===== src/sv/voice_band_level_meter_defines.svh =====
// ----------------------------------------------------------------------------
// voice band level meter assertion macros
// shared property forms for the checks at the end of the top level
// ----------------------------------------------------------------------------
`ifndef VOICE_BAND_LEVEL_METER_DEFINES_SVH
`define VOICE_BAND_LEVEL_METER_DEFINES_SVH

// same-cycle implication, quiet during reset
`define VBLM_ASSERT_NOW(lbl, ante, cons) \
  lbl: assert property (@(posedge clk_i) disable iff (!rst_ni) (ante) |-> (cons)) \
    else $error("vblm check failed");

// next-cycle implication, quiet during reset
`define VBLM_ASSERT_NEXT(lbl, ante, cons) \
  lbl: assert property (@(posedge clk_i) disable iff (!rst_ni) (ante) |=> (cons)) \
    else $error("vblm check failed");

`endif


===== src/sv/vblm_pkg.sv =====
// ----------------------------------------------------------------------------
// vblm_pkg
// shared widths, constants, types and helpers of the voice band level meter
// ----------------------------------------------------------------------------
package vblm_pkg;

  localparam int SAMPLE_BITS = 12;
  localparam int FRAC_BITS   = 8;
  localparam int SAT_BITS    = SAMPLE_BITS + FRAC_BITS + 4;
  localparam int WARMUP      = 64;
  localparam int DECIMATE    = 4;
  localparam int BIAS_SHIFT  = 4;
  localparam int MEAN_SHIFT  = 5;

  localparam int DEC_LOG  = $clog2(DECIMATE);
  localparam int PHASE_W  = $clog2(DECIMATE + 1);
  localparam int PSUM_W   = SAT_BITS + DEC_LOG + 1;
  localparam int PITCH_SH = DEC_LOG + FRAC_BITS;

  localparam int COEF_W  = 15;
  localparam int OPA_W   = SAT_BITS + 2;
  localparam int PROD_W  = OPA_W + COEF_W + 1;
  localparam int SUM_W   = PROD_W - COEF_W + 1;

  localparam int LVL_W     = 10;
  localparam int SW_W      = 12;
  localparam int CNT_W     = 16;
  localparam int ACC_W     = 16;
  localparam int PITCH_W   = 16;
  localparam int NUM_W     = SW_W + LVL_W;
  localparam int CFG_IDX_W = 3;
  localparam int CFG_DAT_W = 15;

  localparam logic [SW_W-1:0]  SW_MAX  = '1;
  localparam logic [CNT_W-1:0] CNT_MAX = '1;

  // config register indexes
  localparam logic [CFG_IDX_W-1:0] CFG_FULL_SCALE  = 3'd0;
  localparam logic [CFG_IDX_W-1:0] CFG_SWING_FS    = 3'd1;
  localparam logic [CFG_IDX_W-1:0] CFG_USE_BAND    = 3'd2;
  localparam logic [CFG_IDX_W-1:0] CFG_HP_COEF     = 3'd3;
  localparam logic [CFG_IDX_W-1:0] CFG_LP_COEF     = 3'd4;
  localparam logic [CFG_IDX_W-1:0] CFG_PITCH_COEF  = 3'd5;

  localparam logic [LVL_W-1:0]  RST_FULL_SCALE = 10'd180;
  localparam logic [SW_W-1:0]   RST_SWING_FS   = 12'd1024;
  localparam logic              RST_USE_BAND   = 1'b1;
  localparam logic [COEF_W-1:0] RST_HP_COEF    = 15'd29314;
  localparam logic [COEF_W-1:0] RST_LP_COEF    = 15'd17724;
  localparam logic [COEF_W-1:0] RST_PITCH_COEF = 15'd8559;

  typedef logic signed [SAT_BITS-1:0] fix_t;

  typedef enum logic [2:0] {
    OP_HP1,
    OP_PS1,
    OP_PS2,
    OP_HP2,
    OP_BAND
  } mul_op_e;

  typedef struct packed {
    logic [LVL_W-1:0]  full_scale;
    logic [SW_W-1:0]   swing_fs;
    logic              use_band;
    logic [COEF_W-1:0] hp_coef;
    logic [COEF_W-1:0] lp_coef;
    logic [COEF_W-1:0] pitch_coef;
  } cfg_t;

  typedef struct packed {
    logic    accept;
    logic    mul_en;
    logic    wb_en;
    mul_op_e op;
    logic    ld_pitch;
    logic    lvl_mul;
    logic    div_start;
    logic    ld_win;
  } cmd_t;

  typedef struct packed {
    logic pitch_emit;
    logic wend;
    logic div_done;
  } sts_t;

  localparam logic signed [SUM_W-1:0] SAT_HI =
    {{(SUM_W-SAT_BITS+1){1'b0}}, {(SAT_BITS-1){1'b1}}};
  localparam logic signed [SUM_W-1:0] SAT_LO =
    {{(SUM_W-SAT_BITS+1){1'b1}}, {(SAT_BITS-1){1'b0}}};

  function automatic fix_t sat_fix(input logic signed [SUM_W-1:0] v);
    fix_t r;
    if (v > SAT_HI) r = SAT_HI[SAT_BITS-1:0];
    else if (v < SAT_LO) r = SAT_LO[SAT_BITS-1:0];
    else r = v[SAT_BITS-1:0];
    return r;
  endfunction

endpackage


===== src/sv/voice_band_level_meter.sv =====
// ----------------------------------------------------------------------------
// voice band level meter
// a new sample is accepted only in idle, after the previous one has run the filter chain
// a pitch word is loaded after the PS2 write-back; a window-end word then adds the
// level product, divider start and 22-step divider before the summary word is loaded
// reset is asynchronous active low; filter and window state clear, config to defaults
// ----------------------------------------------------------------------------
`include "voice_band_level_meter_defines.svh"

module voice_band_level_meter (
  input  logic                                 clk_i,
  input  logic                                 rst_ni,
  input  logic                                 in_valid_i,
  output logic                                 in_stall_o,
  input  logic [vblm_pkg::SAMPLE_BITS-1:0]     sample_i,
  input  logic                                 window_end_i,
  output logic                                 out_valid_o,
  input  logic                                 out_stall_i,
  output logic                                 kind_o,
  output logic signed [vblm_pkg::PITCH_W-1:0]  pitch_sample_o,
  output logic [vblm_pkg::LVL_W-1:0]           level_o,
  output logic [vblm_pkg::LVL_W-1:0]           average_o,
  output logic [vblm_pkg::SW_W-1:0]            bias_o,
  output logic [vblm_pkg::SW_W-1:0]            swing_o,
  output logic [vblm_pkg::SW_W-1:0]            raw_swing_o,
  output logic [vblm_pkg::CNT_W-1:0]           window_count_o,
  output logic                                 last_o,
  input  logic                                 cfg_we_i,
  input  logic [vblm_pkg::CFG_IDX_W-1:0]       cfg_index_i,
  input  logic [vblm_pkg::CFG_DAT_W-1:0]       cfg_data_i
);

  vblm_pkg::cfg_t cfg_q;
  vblm_pkg::cmd_t cmd;
  vblm_pkg::sts_t sts;

  always_ff @(posedge clk_i or negedge rst_ni) begin
    if (!rst_ni) begin
      cfg_q.full_scale <= vblm_pkg::RST_FULL_SCALE;
      cfg_q.swing_fs   <= vblm_pkg::RST_SWING_FS;
      cfg_q.use_band   <= vblm_pkg::RST_USE_BAND;
      cfg_q.hp_coef    <= vblm_pkg::RST_HP_COEF;
      cfg_q.lp_coef    <= vblm_pkg::RST_LP_COEF;
      cfg_q.pitch_coef <= vblm_pkg::RST_PITCH_COEF;
    end else if (cfg_we_i) begin
      case (cfg_index_i)
        vblm_pkg::CFG_FULL_SCALE: cfg_q.full_scale <= cfg_data_i[vblm_pkg::LVL_W-1:0];
        vblm_pkg::CFG_SWING_FS:   cfg_q.swing_fs   <= cfg_data_i[vblm_pkg::SW_W-1:0];
        vblm_pkg::CFG_USE_BAND:   cfg_q.use_band   <= cfg_data_i[0];
        vblm_pkg::CFG_HP_COEF:    cfg_q.hp_coef    <= cfg_data_i;
        vblm_pkg::CFG_LP_COEF:    cfg_q.lp_coef    <= cfg_data_i;
        vblm_pkg::CFG_PITCH_COEF: cfg_q.pitch_coef <= cfg_data_i;
        default:                  cfg_q            <= cfg_q;
      endcase
    end
  end

  vblm_ctrl u_ctrl (
    .clk_i       (clk_i),
    .rst_ni      (rst_ni),
    .in_valid_i  (in_valid_i),
    .in_stall_o  (in_stall_o),
    .out_valid_o (out_valid_o),
    .out_stall_i (out_stall_i),
    .cmd_o       (cmd),
    .sts_i       (sts)
  );

  vblm_datapath u_dp (
    .clk_i          (clk_i),
    .rst_ni         (rst_ni),
    .cfg_i          (cfg_q),
    .cmd_i          (cmd),
    .sts_o          (sts),
    .sample_i       (sample_i),
    .window_end_i   (window_end_i),
    .kind_o         (kind_o),
    .pitch_sample_o (pitch_sample_o),
    .level_o        (level_o),
    .average_o      (average_o),
    .bias_o         (bias_o),
    .swing_o        (swing_o),
    .raw_swing_o    (raw_swing_o),
    .window_count_o (window_count_o),
    .last_o         (last_o)
  );

  `VBLM_ASSERT_NEXT(a_busy_after_accept, in_valid_i && !in_stall_o, in_stall_o)
  `VBLM_ASSERT_NOW(a_summary_is_last, out_valid_o && kind_o, last_o)
  `VBLM_ASSERT_NOW(a_pitch_word_clean, out_valid_o && !kind_o, level_o == '0 && swing_o == '0)
  `VBLM_ASSERT_NOW(a_level_clamped, out_valid_o && kind_o, level_o <= cfg_q.full_scale)

endmodule


===== src/sv/vblm_div.sv =====
// ----------------------------------------------------------------------------
// vblm_div
// restoring divider, one quotient bit per cycle
// ----------------------------------------------------------------------------
module vblm_div (
  input  logic                          clk_i,
  input  logic                          rst_ni,
  input  logic                          start_i,
  input  logic [vblm_pkg::NUM_W-1:0]    dividend_i,
  input  logic [vblm_pkg::SW_W-1:0]     divisor_i,
  output logic [vblm_pkg::NUM_W-1:0]    quotient_o,
  output logic                          done_o
);

  localparam int CW = $clog2(vblm_pkg::NUM_W);

  logic                          busy_q;
  logic                          done_q;
  logic [CW-1:0]                 cnt_q;
  logic [vblm_pkg::NUM_W-1:0]    quo_q;
  logic [vblm_pkg::SW_W-1:0]     rem_q;
  logic [vblm_pkg::SW_W:0]       shifted;
  logic [vblm_pkg::SW_W+1:0]     trial;

  assign shifted = {rem_q, quo_q[vblm_pkg::NUM_W-1]};
  assign trial   = {1'b0, shifted} - {2'b00, divisor_i};

  always_ff @(posedge clk_i or negedge rst_ni) begin
    if (!rst_ni) begin
      busy_q <= 1'b0;
      done_q <= 1'b0;
      cnt_q  <= '0;
      quo_q  <= '0;
      rem_q  <= '0;
    end else if (start_i) begin
      busy_q <= 1'b1;
      done_q <= 1'b0;
      cnt_q  <= '0;
      quo_q  <= dividend_i;
      rem_q  <= '0;
    end else if (busy_q) begin
      if (!trial[vblm_pkg::SW_W+1]) begin
        rem_q <= trial[vblm_pkg::SW_W-1:0];
        quo_q <= {quo_q[vblm_pkg::NUM_W-2:0], 1'b1};
      end else begin
        rem_q <= shifted[vblm_pkg::SW_W-1:0];
        quo_q <= {quo_q[vblm_pkg::NUM_W-2:0], 1'b0};
      end
      cnt_q <= cnt_q + 1'b1;
      if (cnt_q == CW'(vblm_pkg::NUM_W - 1)) begin
        busy_q <= 1'b0;
        done_q <= 1'b1;
      end
    end else begin
      done_q <= 1'b0;
    end
  end

  assign quotient_o = quo_q;
  assign done_o     = done_q;

endmodule


===== src/sv/vblm_datapath.sv =====
// ----------------------------------------------------------------------------
// vblm_datapath
// filter state, shared multiplier, window trackers and result register
// ----------------------------------------------------------------------------
module vblm_datapath (
  input  logic                                clk_i,
  input  logic                                rst_ni,
  input  vblm_pkg::cfg_t                      cfg_i,
  input  vblm_pkg::cmd_t                      cmd_i,
  output vblm_pkg::sts_t                      sts_o,
  input  logic [vblm_pkg::SAMPLE_BITS-1:0]    sample_i,
  input  logic                                window_end_i,
  output logic                                kind_o,
  output logic signed [vblm_pkg::PITCH_W-1:0] pitch_sample_o,
  output logic [vblm_pkg::LVL_W-1:0]          level_o,
  output logic [vblm_pkg::LVL_W-1:0]          average_o,
  output logic [vblm_pkg::SW_W-1:0]           bias_o,
  output logic [vblm_pkg::SW_W-1:0]           swing_o,
  output logic [vblm_pkg::SW_W-1:0]           raw_swing_o,
  output logic [vblm_pkg::CNT_W-1:0]          window_count_o,
  output logic                                last_o
);

  localparam int OW  = vblm_pkg::OPA_W;
  localparam int PW  = vblm_pkg::PROD_W;
  localparam int SW  = vblm_pkg::SUM_W;
  localparam int FB  = vblm_pkg::FRAC_BITS;
  localparam int SB  = vblm_pkg::SAT_BITS;
  localparam int RW  = vblm_pkg::SAMPLE_BITS + 1;
  localparam int PSW = vblm_pkg::PSUM_W;
  localparam int NW  = vblm_pkg::NUM_W;
  localparam int LW  = vblm_pkg::LVL_W;
  localparam int BW  = vblm_pkg::SW_W + 3;

  localparam logic signed [PW-1:0]  ROUND_HALF = PW'(16384);
  localparam logic signed [PSW-1:0] P_HI = PSW'(32767);
  localparam logic signed [PSW-1:0] P_LO = -PSW'(32768);
  localparam logic signed [PSW-1:0] P_BIAS = PSW'((1 << vblm_pkg::PITCH_SH) - 1);

  // item latch
  logic [vblm_pkg::SAMPLE_BITS-1:0] x_q;
  logic                             wend_q;
  logic                             warm_q;

  // filter state
  vblm_pkg::fix_t hp1_prev_q, hp1_out_q, hp2_prev_q, hp2_out_q, band_q;
  vblm_pkg::fix_t ps1_q, ps2_q;
  logic signed [PSW-1:0]              psum_q;
  logic [vblm_pkg::PHASE_W-1:0]       phase_q;
  logic signed [vblm_pkg::PITCH_W-1:0] pitch_val_q;

  // window trackers
  logic [RW-1:0]                raw_min_q, raw_max_q;
  vblm_pkg::fix_t               band_min_q, band_max_q;
  logic                         seeded_q;
  logic [vblm_pkg::CNT_W-1:0]   cnt_q;
  logic [vblm_pkg::SW_W-1:0]    base_q;
  logic                         base_valid_q;
  logic [vblm_pkg::ACC_W-1:0]   acc_q;
  logic                         acc_valid_q;
  logic [NW-1:0]                num_q;

  // multiplier path
  vblm_pkg::fix_t                   x_fix;
  logic signed [OW-1:0]             opa;
  logic [vblm_pkg::COEF_W-1:0]      coef;
  vblm_pkg::fix_t                   base_sel;
  logic signed [PW-1:0]             prod_d, prod_q, rnd_full;
  logic signed [SW-1:0]             wb_sum;
  vblm_pkg::fix_t                   wb_val;

  // pitch decimation
  logic signed [PSW-1:0]            psum_new, psum_adj, pdiv;
  logic [vblm_pkg::PHASE_W-1:0]     phase_new;
  logic                             fire;
  logic signed [vblm_pkg::PITCH_W-1:0] pitch_sat;

  // window summary
  logic [RW-1:0]                    raw_sw13;
  logic [vblm_pkg::SW_W-1:0]        raw_sw, band_sw, sw;
  logic [SB:0]                      bdiff, bsh;
  logic [NW-1:0]                    quo;
  logic                             div_done;
  logic [LW-1:0]                    level;
  logic [vblm_pkg::ACC_W:0]         acc_sum;
  logic [vblm_pkg::ACC_W-1:0]       acc_d;
  logic [RW-1:0]                    mid;
  logic signed [BW-1:0]             bdelta, bnew;
  logic [vblm_pkg::SW_W-1:0]        base_d;

  assign x_fix = {{(SB-vblm_pkg::SAMPLE_BITS-FB){1'b0}}, x_q, {FB{1'b0}}};

  always_comb begin
    opa      = '0;
    coef     = cfg_i.hp_coef;
    base_sel = '0;
    case (cmd_i.op)
      vblm_pkg::OP_HP1: begin
        opa = OW'(hp1_out_q) + OW'(x_fix) - OW'(hp1_prev_q);
      end
      vblm_pkg::OP_PS1: begin
        opa      = OW'(hp1_out_q) - OW'(ps1_q);
        coef     = cfg_i.pitch_coef;
        base_sel = ps1_q;
      end
      vblm_pkg::OP_PS2: begin
        opa      = OW'(ps1_q) - OW'(ps2_q);
        coef     = cfg_i.pitch_coef;
        base_sel = ps2_q;
      end
      vblm_pkg::OP_HP2: begin
        opa = OW'(hp2_out_q) + OW'(hp1_out_q) - OW'(hp2_prev_q);
      end
      vblm_pkg::OP_BAND: begin
        opa      = OW'(hp2_out_q) - OW'(band_q);
        coef     = cfg_i.lp_coef;
        base_sel = band_q;
      end
      default: begin
        opa = '0;
      end
    endcase
  end

  assign prod_d   = PW'(opa) * PW'($signed({1'b0, coef}));
  // round to nearest, ties up
  assign rnd_full = (prod_q + ROUND_HALF) >>> vblm_pkg::COEF_W;
  assign wb_sum   = SW'(rnd_full) + SW'(base_sel);
  assign wb_val   = vblm_pkg::sat_fix(wb_sum);

  assign psum_new  = psum_q + PSW'(wb_val);
  assign phase_new = phase_q + 1'b1;
  assign fire      = phase_new >= vblm_pkg::PHASE_W'(vblm_pkg::DECIMATE);
  // truncate toward zero
  assign psum_adj  = psum_new + (psum_new[PSW-1] ? P_BIAS : '0);
  assign pdiv      = psum_adj >>> vblm_pkg::PITCH_SH;
  always_comb begin
    if (pdiv > P_HI) pitch_sat = P_HI[vblm_pkg::PITCH_W-1:0];
    else if (pdiv < P_LO) pitch_sat = P_LO[vblm_pkg::PITCH_W-1:0];
    else pitch_sat = pdiv[vblm_pkg::PITCH_W-1:0];
  end

  // swings
  assign raw_sw13 = raw_max_q - raw_min_q;
  assign raw_sw   = (raw_sw13 > RW'(vblm_pkg::SW_MAX)) ? vblm_pkg::SW_MAX
                                                     : raw_sw13[vblm_pkg::SW_W-1:0];
  assign bdiff    = (SB+1)'(band_max_q) - (SB+1)'(band_min_q);
  assign bsh      = bdiff >> FB;
  assign band_sw  = (bsh > (SB+1)'(vblm_pkg::SW_MAX)) ? vblm_pkg::SW_MAX
                                                    : bsh[vblm_pkg::SW_W-1:0];
  assign sw       = (cfg_i.use_band && seeded_q) ? band_sw : raw_sw;

  vblm_div u_div (
    .clk_i      (clk_i),
    .rst_ni     (rst_ni),
    .start_i    (cmd_i.div_start),
    .dividend_i (num_q),
    .divisor_i  (cfg_i.swing_fs),
    .quotient_o (quo),
    .done_o     (div_done)
  );

  always_comb begin
    if (cfg_i.swing_fs == '0) level = cfg_i.full_scale;
    else if (quo > NW'(cfg_i.full_scale)) level = cfg_i.full_scale;
    else level = quo[LW-1:0];
  end

  assign acc_sum = ({1'b0, acc_q} + (vblm_pkg::ACC_W+1)'(level))
                 - (vblm_pkg::ACC_W+1)'(acc_q >> vblm_pkg::MEAN_SHIFT);
  assign acc_d   = acc_valid_q ? acc_sum[vblm_pkg::ACC_W-1:0]
                               : vblm_pkg::ACC_W'(level) << vblm_pkg::MEAN_SHIFT;

  // baseline moves an arithmetic-shifted fraction of the gap to the midpoint
  assign mid    = RW'(({1'b0, raw_max_q} + {1'b0, raw_min_q}) >> 1);
  assign bdelta = $signed(BW'(mid)) - $signed(BW'(base_q));
  assign bnew   = $signed(BW'(base_q)) + (bdelta >>> vblm_pkg::BIAS_SHIFT);
  always_comb begin
    if (!base_valid_q) begin
      base_d = (mid > RW'(vblm_pkg::SW_MAX)) ? vblm_pkg::SW_MAX
                                            : mid[vblm_pkg::SW_W-1:0];
    end else if (bnew < 0) begin
      base_d = '0;
    end else if (bnew > $signed(BW'(vblm_pkg::SW_MAX))) begin
      base_d = vblm_pkg::SW_MAX;
    end else begin
      base_d = bnew[vblm_pkg::SW_W-1:0];
    end
  end

  always_ff @(posedge clk_i or negedge rst_ni) begin
    if (!rst_ni) begin
      x_q          <= '0;
      wend_q       <= 1'b0;
      warm_q       <= 1'b0;
      hp1_prev_q   <= '0;
      hp1_out_q    <= '0;
      hp2_prev_q   <= '0;
      hp2_out_q    <= '0;
      band_q       <= '0;
      ps1_q        <= '0;
      ps2_q        <= '0;
      psum_q       <= '0;
      phase_q      <= '0;
      pitch_val_q  <= '0;
      raw_min_q    <= '1;
      raw_max_q    <= '0;
      band_min_q   <= '0;
      band_max_q   <= '0;
      seeded_q     <= 1'b0;
      cnt_q        <= '0;
      base_q       <= '0;
      base_valid_q <= 1'b0;
      acc_q        <= '0;
      acc_valid_q  <= 1'b0;
      num_q        <= '0;
      prod_q       <= '0;
    end else begin
      if (cmd_i.accept) begin
        x_q    <= sample_i;
        wend_q <= window_end_i;
        warm_q <= cnt_q >= vblm_pkg::CNT_W'(vblm_pkg::WARMUP);
        if ({1'b0, sample_i} < raw_min_q) raw_min_q <= {1'b0, sample_i};
        if ({1'b0, sample_i} > raw_max_q) raw_max_q <= {1'b0, sample_i};
      end
      if (cmd_i.mul_en) prod_q <= prod_d;
      if (cmd_i.wb_en) begin
        case (cmd_i.op)
          vblm_pkg::OP_HP1: begin
            hp1_out_q  <= wb_val;
            hp1_prev_q <= x_fix;
          end
          vblm_pkg::OP_PS1: begin
            ps1_q <= wb_val;
          end
          vblm_pkg::OP_PS2: begin
            ps2_q <= wb_val;
            if (fire) begin
              psum_q      <= '0;
              phase_q     <= '0;
              pitch_val_q <= pitch_sat;
            end else begin
              psum_q  <= psum_new;
              phase_q <= phase_new;
            end
          end
          vblm_pkg::OP_HP2: begin
            hp2_out_q  <= wb_val;
            hp2_prev_q <= hp1_out_q;
          end
          vblm_pkg::OP_BAND: begin
            band_q <= wb_val;
            if (warm_q) begin
              if (!seeded_q) begin
                band_min_q <= wb_val;
                band_max_q <= wb_val;
                seeded_q   <= 1'b1;
              end else if (wb_val < band_min_q) begin
                band_min_q <= wb_val;
              end else if (wb_val > band_max_q) begin
                band_max_q <= wb_val;
              end
            end
            if (cnt_q != vblm_pkg::CNT_MAX) cnt_q <= cnt_q + 1'b1;
          end
          default: begin
            band_q <= band_q;
          end
        endcase
      end
      if (cmd_i.lvl_mul) num_q <= NW'(sw) * NW'(cfg_i.full_scale);
      if (cmd_i.ld_win) begin
        base_q       <= base_d;
        base_valid_q <= 1'b1;
        acc_q        <= acc_d;
        acc_valid_q  <= 1'b1;
        // window restart
        psum_q     <= '0;
        phase_q    <= '0;
        raw_min_q  <= '1;
        raw_max_q  <= '0;
        band_min_q <= '0;
        band_max_q <= '0;
        seeded_q   <= 1'b0;
        cnt_q      <= '0;
      end
    end
  end

  // result word
  always_ff @(posedge clk_i) begin
    if (cmd_i.ld_pitch) begin
      kind_o         <= 1'b0;
      pitch_sample_o <= pitch_val_q;
      level_o        <= '0;
      average_o      <= '0;
      bias_o         <= '0;
      swing_o        <= '0;
      raw_swing_o    <= '0;
      window_count_o <= '0;
      last_o         <= !wend_q;
    end else if (cmd_i.ld_win) begin
      kind_o         <= 1'b1;
      pitch_sample_o <= '0;
      level_o        <= level;
      average_o      <= LW'(acc_d >> vblm_pkg::MEAN_SHIFT);
      bias_o         <= base_d;
      swing_o        <= sw;
      raw_swing_o    <= raw_sw;
      window_count_o <= cnt_q;
      last_o         <= 1'b1;
    end
  end

  assign sts_o.pitch_emit = fire && warm_q;
  assign sts_o.wend       = wend_q;
  assign sts_o.div_done   = div_done;

endmodule


===== src/sv/vblm_ctrl.sv =====
// ----------------------------------------------------------------------------
// vblm_ctrl
// sequencer for the filter chain, result hand-off and window summary
// ----------------------------------------------------------------------------
module vblm_ctrl (
  input  logic           clk_i,
  input  logic           rst_ni,
  input  logic           in_valid_i,
  output logic           in_stall_o,
  output logic           out_valid_o,
  input  logic           out_stall_i,
  output vblm_pkg::cmd_t cmd_o,
  input  vblm_pkg::sts_t sts_i
);

  typedef enum logic [2:0] {
    ST_IDLE,
    ST_MUL,
    ST_WB,
    ST_EMIT_P,
    ST_LVL_MUL,
    ST_DIV_START,
    ST_DIV_WAIT,
    ST_EMIT_W
  } state_e;

  state_e            state_q;
  vblm_pkg::mul_op_e op_q;
  logic              out_valid_q;
  logic              out_free;

  assign out_free = !out_valid_q || !out_stall_i;

  always_comb begin
    cmd_o    = '0;
    cmd_o.op = op_q;
    case (state_q)
      ST_IDLE:      cmd_o.accept    = in_valid_i;
      ST_MUL:       cmd_o.mul_en    = 1'b1;
      ST_WB:        cmd_o.wb_en     = 1'b1;
      ST_EMIT_P:    cmd_o.ld_pitch  = out_free;
      ST_LVL_MUL:   cmd_o.lvl_mul   = 1'b1;
      ST_DIV_START: cmd_o.div_start = 1'b1;
      ST_EMIT_W:    cmd_o.ld_win    = out_free;
      default:      cmd_o.accept    = 1'b0;
    endcase
  end

  always_ff @(posedge clk_i or negedge rst_ni) begin
    if (!rst_ni) begin
      state_q     <= ST_IDLE;
      op_q        <= vblm_pkg::OP_HP1;
      out_valid_q <= 1'b0;
    end else begin
      if (cmd_o.ld_pitch || cmd_o.ld_win) out_valid_q <= 1'b1;
      else if (!out_stall_i) out_valid_q <= 1'b0;

      case (state_q)
        ST_IDLE: begin
          if (in_valid_i) begin
            state_q <= ST_MUL;
            op_q    <= vblm_pkg::OP_HP1;
          end
        end
        ST_MUL: begin
          state_q <= ST_WB;
        end
        ST_WB: begin
          case (op_q)
            vblm_pkg::OP_HP1: begin
              op_q    <= vblm_pkg::OP_PS1;
              state_q <= ST_MUL;
            end
            vblm_pkg::OP_PS1: begin
              op_q    <= vblm_pkg::OP_PS2;
              state_q <= ST_MUL;
            end
            vblm_pkg::OP_PS2: begin
              op_q    <= vblm_pkg::OP_HP2;
              state_q <= sts_i.pitch_emit ? ST_EMIT_P : ST_MUL;
            end
            vblm_pkg::OP_HP2: begin
              op_q    <= vblm_pkg::OP_BAND;
              state_q <= ST_MUL;
            end
            default: begin
              state_q <= sts_i.wend ? ST_LVL_MUL : ST_IDLE;
            end
          endcase
        end
        ST_EMIT_P: begin
          if (out_free) state_q <= ST_MUL;
        end
        ST_LVL_MUL: begin
          state_q <= ST_DIV_START;
        end
        ST_DIV_START: begin
          state_q <= ST_DIV_WAIT;
        end
        ST_DIV_WAIT: begin
          if (sts_i.div_done) state_q <= ST_EMIT_W;
        end
        ST_EMIT_W: begin
          if (out_free) state_q <= ST_IDLE;
        end
        default: begin
          state_q <= ST_IDLE;
        end
      endcase
    end
  end

  assign in_stall_o  = state_q != ST_IDLE;
  assign out_valid_o = out_valid_q;

endmodule


===== config.mk =====
export PLATFORM = sky130hd
export DESIGN_NAME = voice_band_level_meter
export DESIGN_NICKNAME = d
export VERILOG_FILES = /design/src/sv/vblm_pkg.sv /design/src/sv/voice_band_level_meter.sv /design/src/sv/vblm_div.sv /design/src/sv/vblm_datapath.sv /design/src/sv/vblm_ctrl.sv
export VERILOG_INCLUDE_DIRS = /design/src /design/src/sv
export SDC_FILE = /design/constraint.sdc
export NUM_CORES = 2
export LEC_CHECK = 0
export ABC_CLOCK_PERIOD_IN_PS = 15100
export BUFFER_PORTS_ARGS = -buffer_cell sky130_fd_sc_hd__buf_2
export CORE_MARGIN = 1.5
export CORE_UTILIZATION = 60
export CTS_CLUSTER_DIAMETER = 100
export DETAILED_ROUTE_END_ITERATION = 10
export PLACE_DENSITY = 0.82
export SYNTH_ARGS = -nofsm -noshare
export SYNTH_HDL_FRONTEND = slang
export SYNTH_SLANG_ARGS = --single-unit

===== constraint.sdc =====
create_clock -name clk_i -period 15.1 [get_ports clk_i]
set_input_delay 1.51 -clock clk_i [delete_from_list [all_inputs] [get_ports clk_i]]
set_output_delay 1.51 -clock clk_i [all_outputs]
set_load 0.05 [all_outputs]

==> results.tsv <==
stage	metric	value	unit
global_route	antenna_found_initial	3	
worst_setup_path	worstPathMaxFanout	40	
logic_synthesis	ys_async_sr_fraction	0.8477	
timing	timing.hold.ws	0.4317	ns
timing	worst_pin_slew	1.396	ns
global_route	grt_overflow	0	
worst_setup_path	required	15.64	ns
route	wl	171.2	mm
clocking	clock_path_buffers	3	
power	ir_drop	96.64	uV
timing	max_freq	0.08296	GHz
final_layout	regMostFlops	cfg_q	
die	start_util	0.6048	
logic_synthesis	syn_inst	6507	
final_layout	largest_registers	cfg_q (68), u_dp.prod_q (28), u_dp.psum_q (27)	
placement	postPlaceCellArea	0.05935	sq mm
clocking	cts_hold_buf	0	
worst_setup_path	end_kind	flip-flop	
logic_synthesis	avgSynthCellArea	8.818	sq um
clocking	cts_tree	yes	
placement	place.gp.congestion	0.9799	
clocking	clk_pin_slew	0.06	ns
die	dieHeight	312.2	um
logic_synthesis	synth_seq_cells	591	
worst_setup_path	cp_top_family	compound AO/OA/AOI/OAI gates	
die	fp.dieW	312.2	um
worst_setup_path	crit_buf_inv	6	
worst_setup_path	crit_path_top_delay_cell	a41o_1	
timing	drv_slew	0	
timing	relSlewSlack	0.06574	
logic_synthesis	ys.flop_type	dfrtp_1	
job	maxCapViolCount	0	
global_route	grt_pass1_vias	48340	
final_layout	finalInstanceArea	0.06182	sq mm
global_route	track_usage	0.3531	
timing	finalSetupViolations	0	
die	ioPinCount	128	
hold_path	min_path_type	reg -> reg	
power	leakagePower	29.65	nW
timing	fin_skew	0.02847	ns
route	viasPerCell	6.079	
status	status	complete, no violations	
worst_setup_path	crit_arrival	12.60	ns
clocking	clk_latency	0.66	ns
placement	portBuffers	127	
timing	rsz0062_at_grt	no	
clocking	cts.sinks	591	
clocking	cts-resized-gates	0	
route	wl_per_cell	21.81	um
worst_setup_path	cp_slowest_stage_delay	0.84	ns
worst_setup_path	start_kind	flip-flop	
route	dr.pass1.iters	9	
final_layout	final_nets	7587	
power	cellPowerDensity	73.34	mW/mm^2
clocking	cts_buffers	69	
logic_synthesis	synthDistinctLibCells	100	
clocking	htreeDepth	3	
route	postRouteAntennaNets	0	
logic_synthesis	syn_area	0.05738	sq mm
route	first_iter_violations	4028	
final_layout	final_cell_mix	907 x inv_1, 864 x nand2_1, 526 x ha_1	
final_layout	drive_above_1_share	0.07837	
die	core_area	0.09487	sq mm
timing	hold_viol	0	
timing	min_period	12.05	ns
global_route	grt_pass1_wl	270.3	mm
final_layout	largest_reg_flops	68	
timing	finalCritPeriodShare	0.7983	
clocking	cts_setup_buffers	0	
final_layout	syn_to_final_growth	7.739	%
logic_synthesis	synth_edf_count	17	
placement	dp_hpwl	130.5	mm
clocking	root_buffer	clkbuf_16	
global_route	grt_max_degree	167	
final_layout	final_common_cell	inv_1	
route	drcViolationCount	0	
logic_synthesis	synth_nets	7567	
die	die-area	0.09750	sq mm
die	rows	113	
logic_synthesis	yosysSeqAreaShare	0.2537	
route	vias	47720	
worst_setup_path	critical_path_class	reg -> reg	
logic_synthesis	ys_warn_count	0	
timing	fin_setup_tns	0	ns
[synthesized netlist by cell type, drive strengths merged, types with 14 or more instances]
library cell,number,share of area
inv,908,0.059
nand2,868,0.057
ha,526,0.11
fa,498,0.17
dfrtp,461,0.20
o21ai,441,0.038
nor2,360,0.024
a21oi,306,0.027
clkbuf,235,0.015
xnor2,188,0.029
and2,136,0.015
xor2,117,0.018
a21o,107,0.014
nand3,88,0.0077
mux2,77,0.015
nor2b,77,0.0084
o21a,75,0.0098
dfxtp,73,0.025
nor3,54,0.0047
a211oi,52,0.0079
nand2b,52,0.0057
mux2i,48,0.0084
nand4,45,0.0049
and3,44,0.0048
o22ai,43,0.0047
a31oi,40,0.0045
dfstp,40,0.018
a22oi,37,0.0048
a22o,32,0.0049
o21bai,31,0.0041
o211ai,30,0.0040
or3,26,0.0028
buf,25,0.0024
o2bb2ai,25,0.0038
a211o,24,0.0037
a21boi,23,0.0030
o31ai,23,0.0030
nor4,21,0.0024
or2,19,0.0021
edfxtp,17,0.0089
nor3b,17,0.0022
o2111ai,16,0.0026
a221oi,14,0.0021
nand3b,14,0.0018
[per-layer routing]
layer | GRT usage | vias to the layer above | part of all wire
li1 | - | 21750 | -
met2 | 0.5686 | 2119 | 0.46
met3 | 0.05720 | 429 | 0.086
met4 | 0.1491 | 4 | 0.046
met5 | 0 | - | 0.00013
met1 | 0.4745 | 23430 | 0.41
[worst register-to-register path: cells and delay by family (launching register included)]
kind	cells	cell delay [ns]
XOR/XNOR	1	0.43
flip-flops	1	0.44
adder cells (fa/ha/maj)	4	1.52
AO/OA/AOI/OAI	19	5.40
buffers and inverters	6	1.38
AND/OR/NAND/NOR	11	2.80
[final cells by class]
| type | count | area [sq um] |
|---|---|---|
| fill | 7747 | 33050 |
| antenna | 1 | 2.502 |
| inverter | 909 | 3412 |
| clock inverter | 31 | 436.7 |
| timing repair buffer | 209 | 1286 |
| clock buffer | 97 | 2034 |
| tap | 1265 | 1583 |
| multi-input combinational | 4747 | 38500 |
| sequential | 591 | 14560 |
[report_power, final]
part | total (mW) | internal (mW) | switching (mW)
registers | 1.69 | 1.64 | 0.0518
logic | 1.01 | 0.389 | 0.623
clock network | 1.83 | 1.08 | 0.756
[metrics by stage]
stage               utilization  std cells  total power [mW]  worst slack (ns)
finish                   0.6516       7850             4.534             3.046
global route             0.6516       7849             4.733             2.217
CTS                      0.6516       7849             4.539             3.201
detailed placement       0.6255       7721             2.704             3.224
global placement         0.6255       7721             2.666             3.638
floorplan                     -       6507             2.407             4.891
[path summary, 6_finish.rpt]
kind                       slack [ns]                             start  depth (start not counted)                                to
setup / recovery                 3.05        u_ctrl.op_q[2]$_DFFE_PN0P_                         41   u_dp.pitch_val_q[6]$_DFFE_PN0P_
hold / removal                   0.43  u_dp.raw_swing_o[3]$_SDFFE_PP0P_                          2  u_dp.raw_swing_o[3]$_SDFFE_PP0P_
setup reg to reg                 3.05        u_ctrl.op_q[2]$_DFFE_PN0P_                         41   u_dp.pitch_val_q[6]$_DFFE_PN0P_
hold reg to reg                  0.43  u_dp.raw_swing_o[3]$_SDFFE_PP0P_                          2  u_dp.raw_swing_o[3]$_SDFFE_PP0P_
max in group asynchronous       12.11                            rst_ni                          3         u_dp.acc_q[1]$_DFFE_PN0P_
min in group asynchronous        0.79                            rst_ni                          1   u_dp.hp2_prev_q[19]$_DFFE_PN0P_
[cell families after synthesis]
logic type / count (synthesis) / share of synthesized area
fa+ha+maj: 1025 / 0.2886
mux: 125 / 0.02348
flops: 591 / 0.2537
buf+inv: 1169 / 0.07726
compound gates: 1434 / 0.1616
xor+xnor: 305 / 0.04682
simple gates: 1858 / 0.1484
Note: power is estimated with default switching activity, not from simulation.
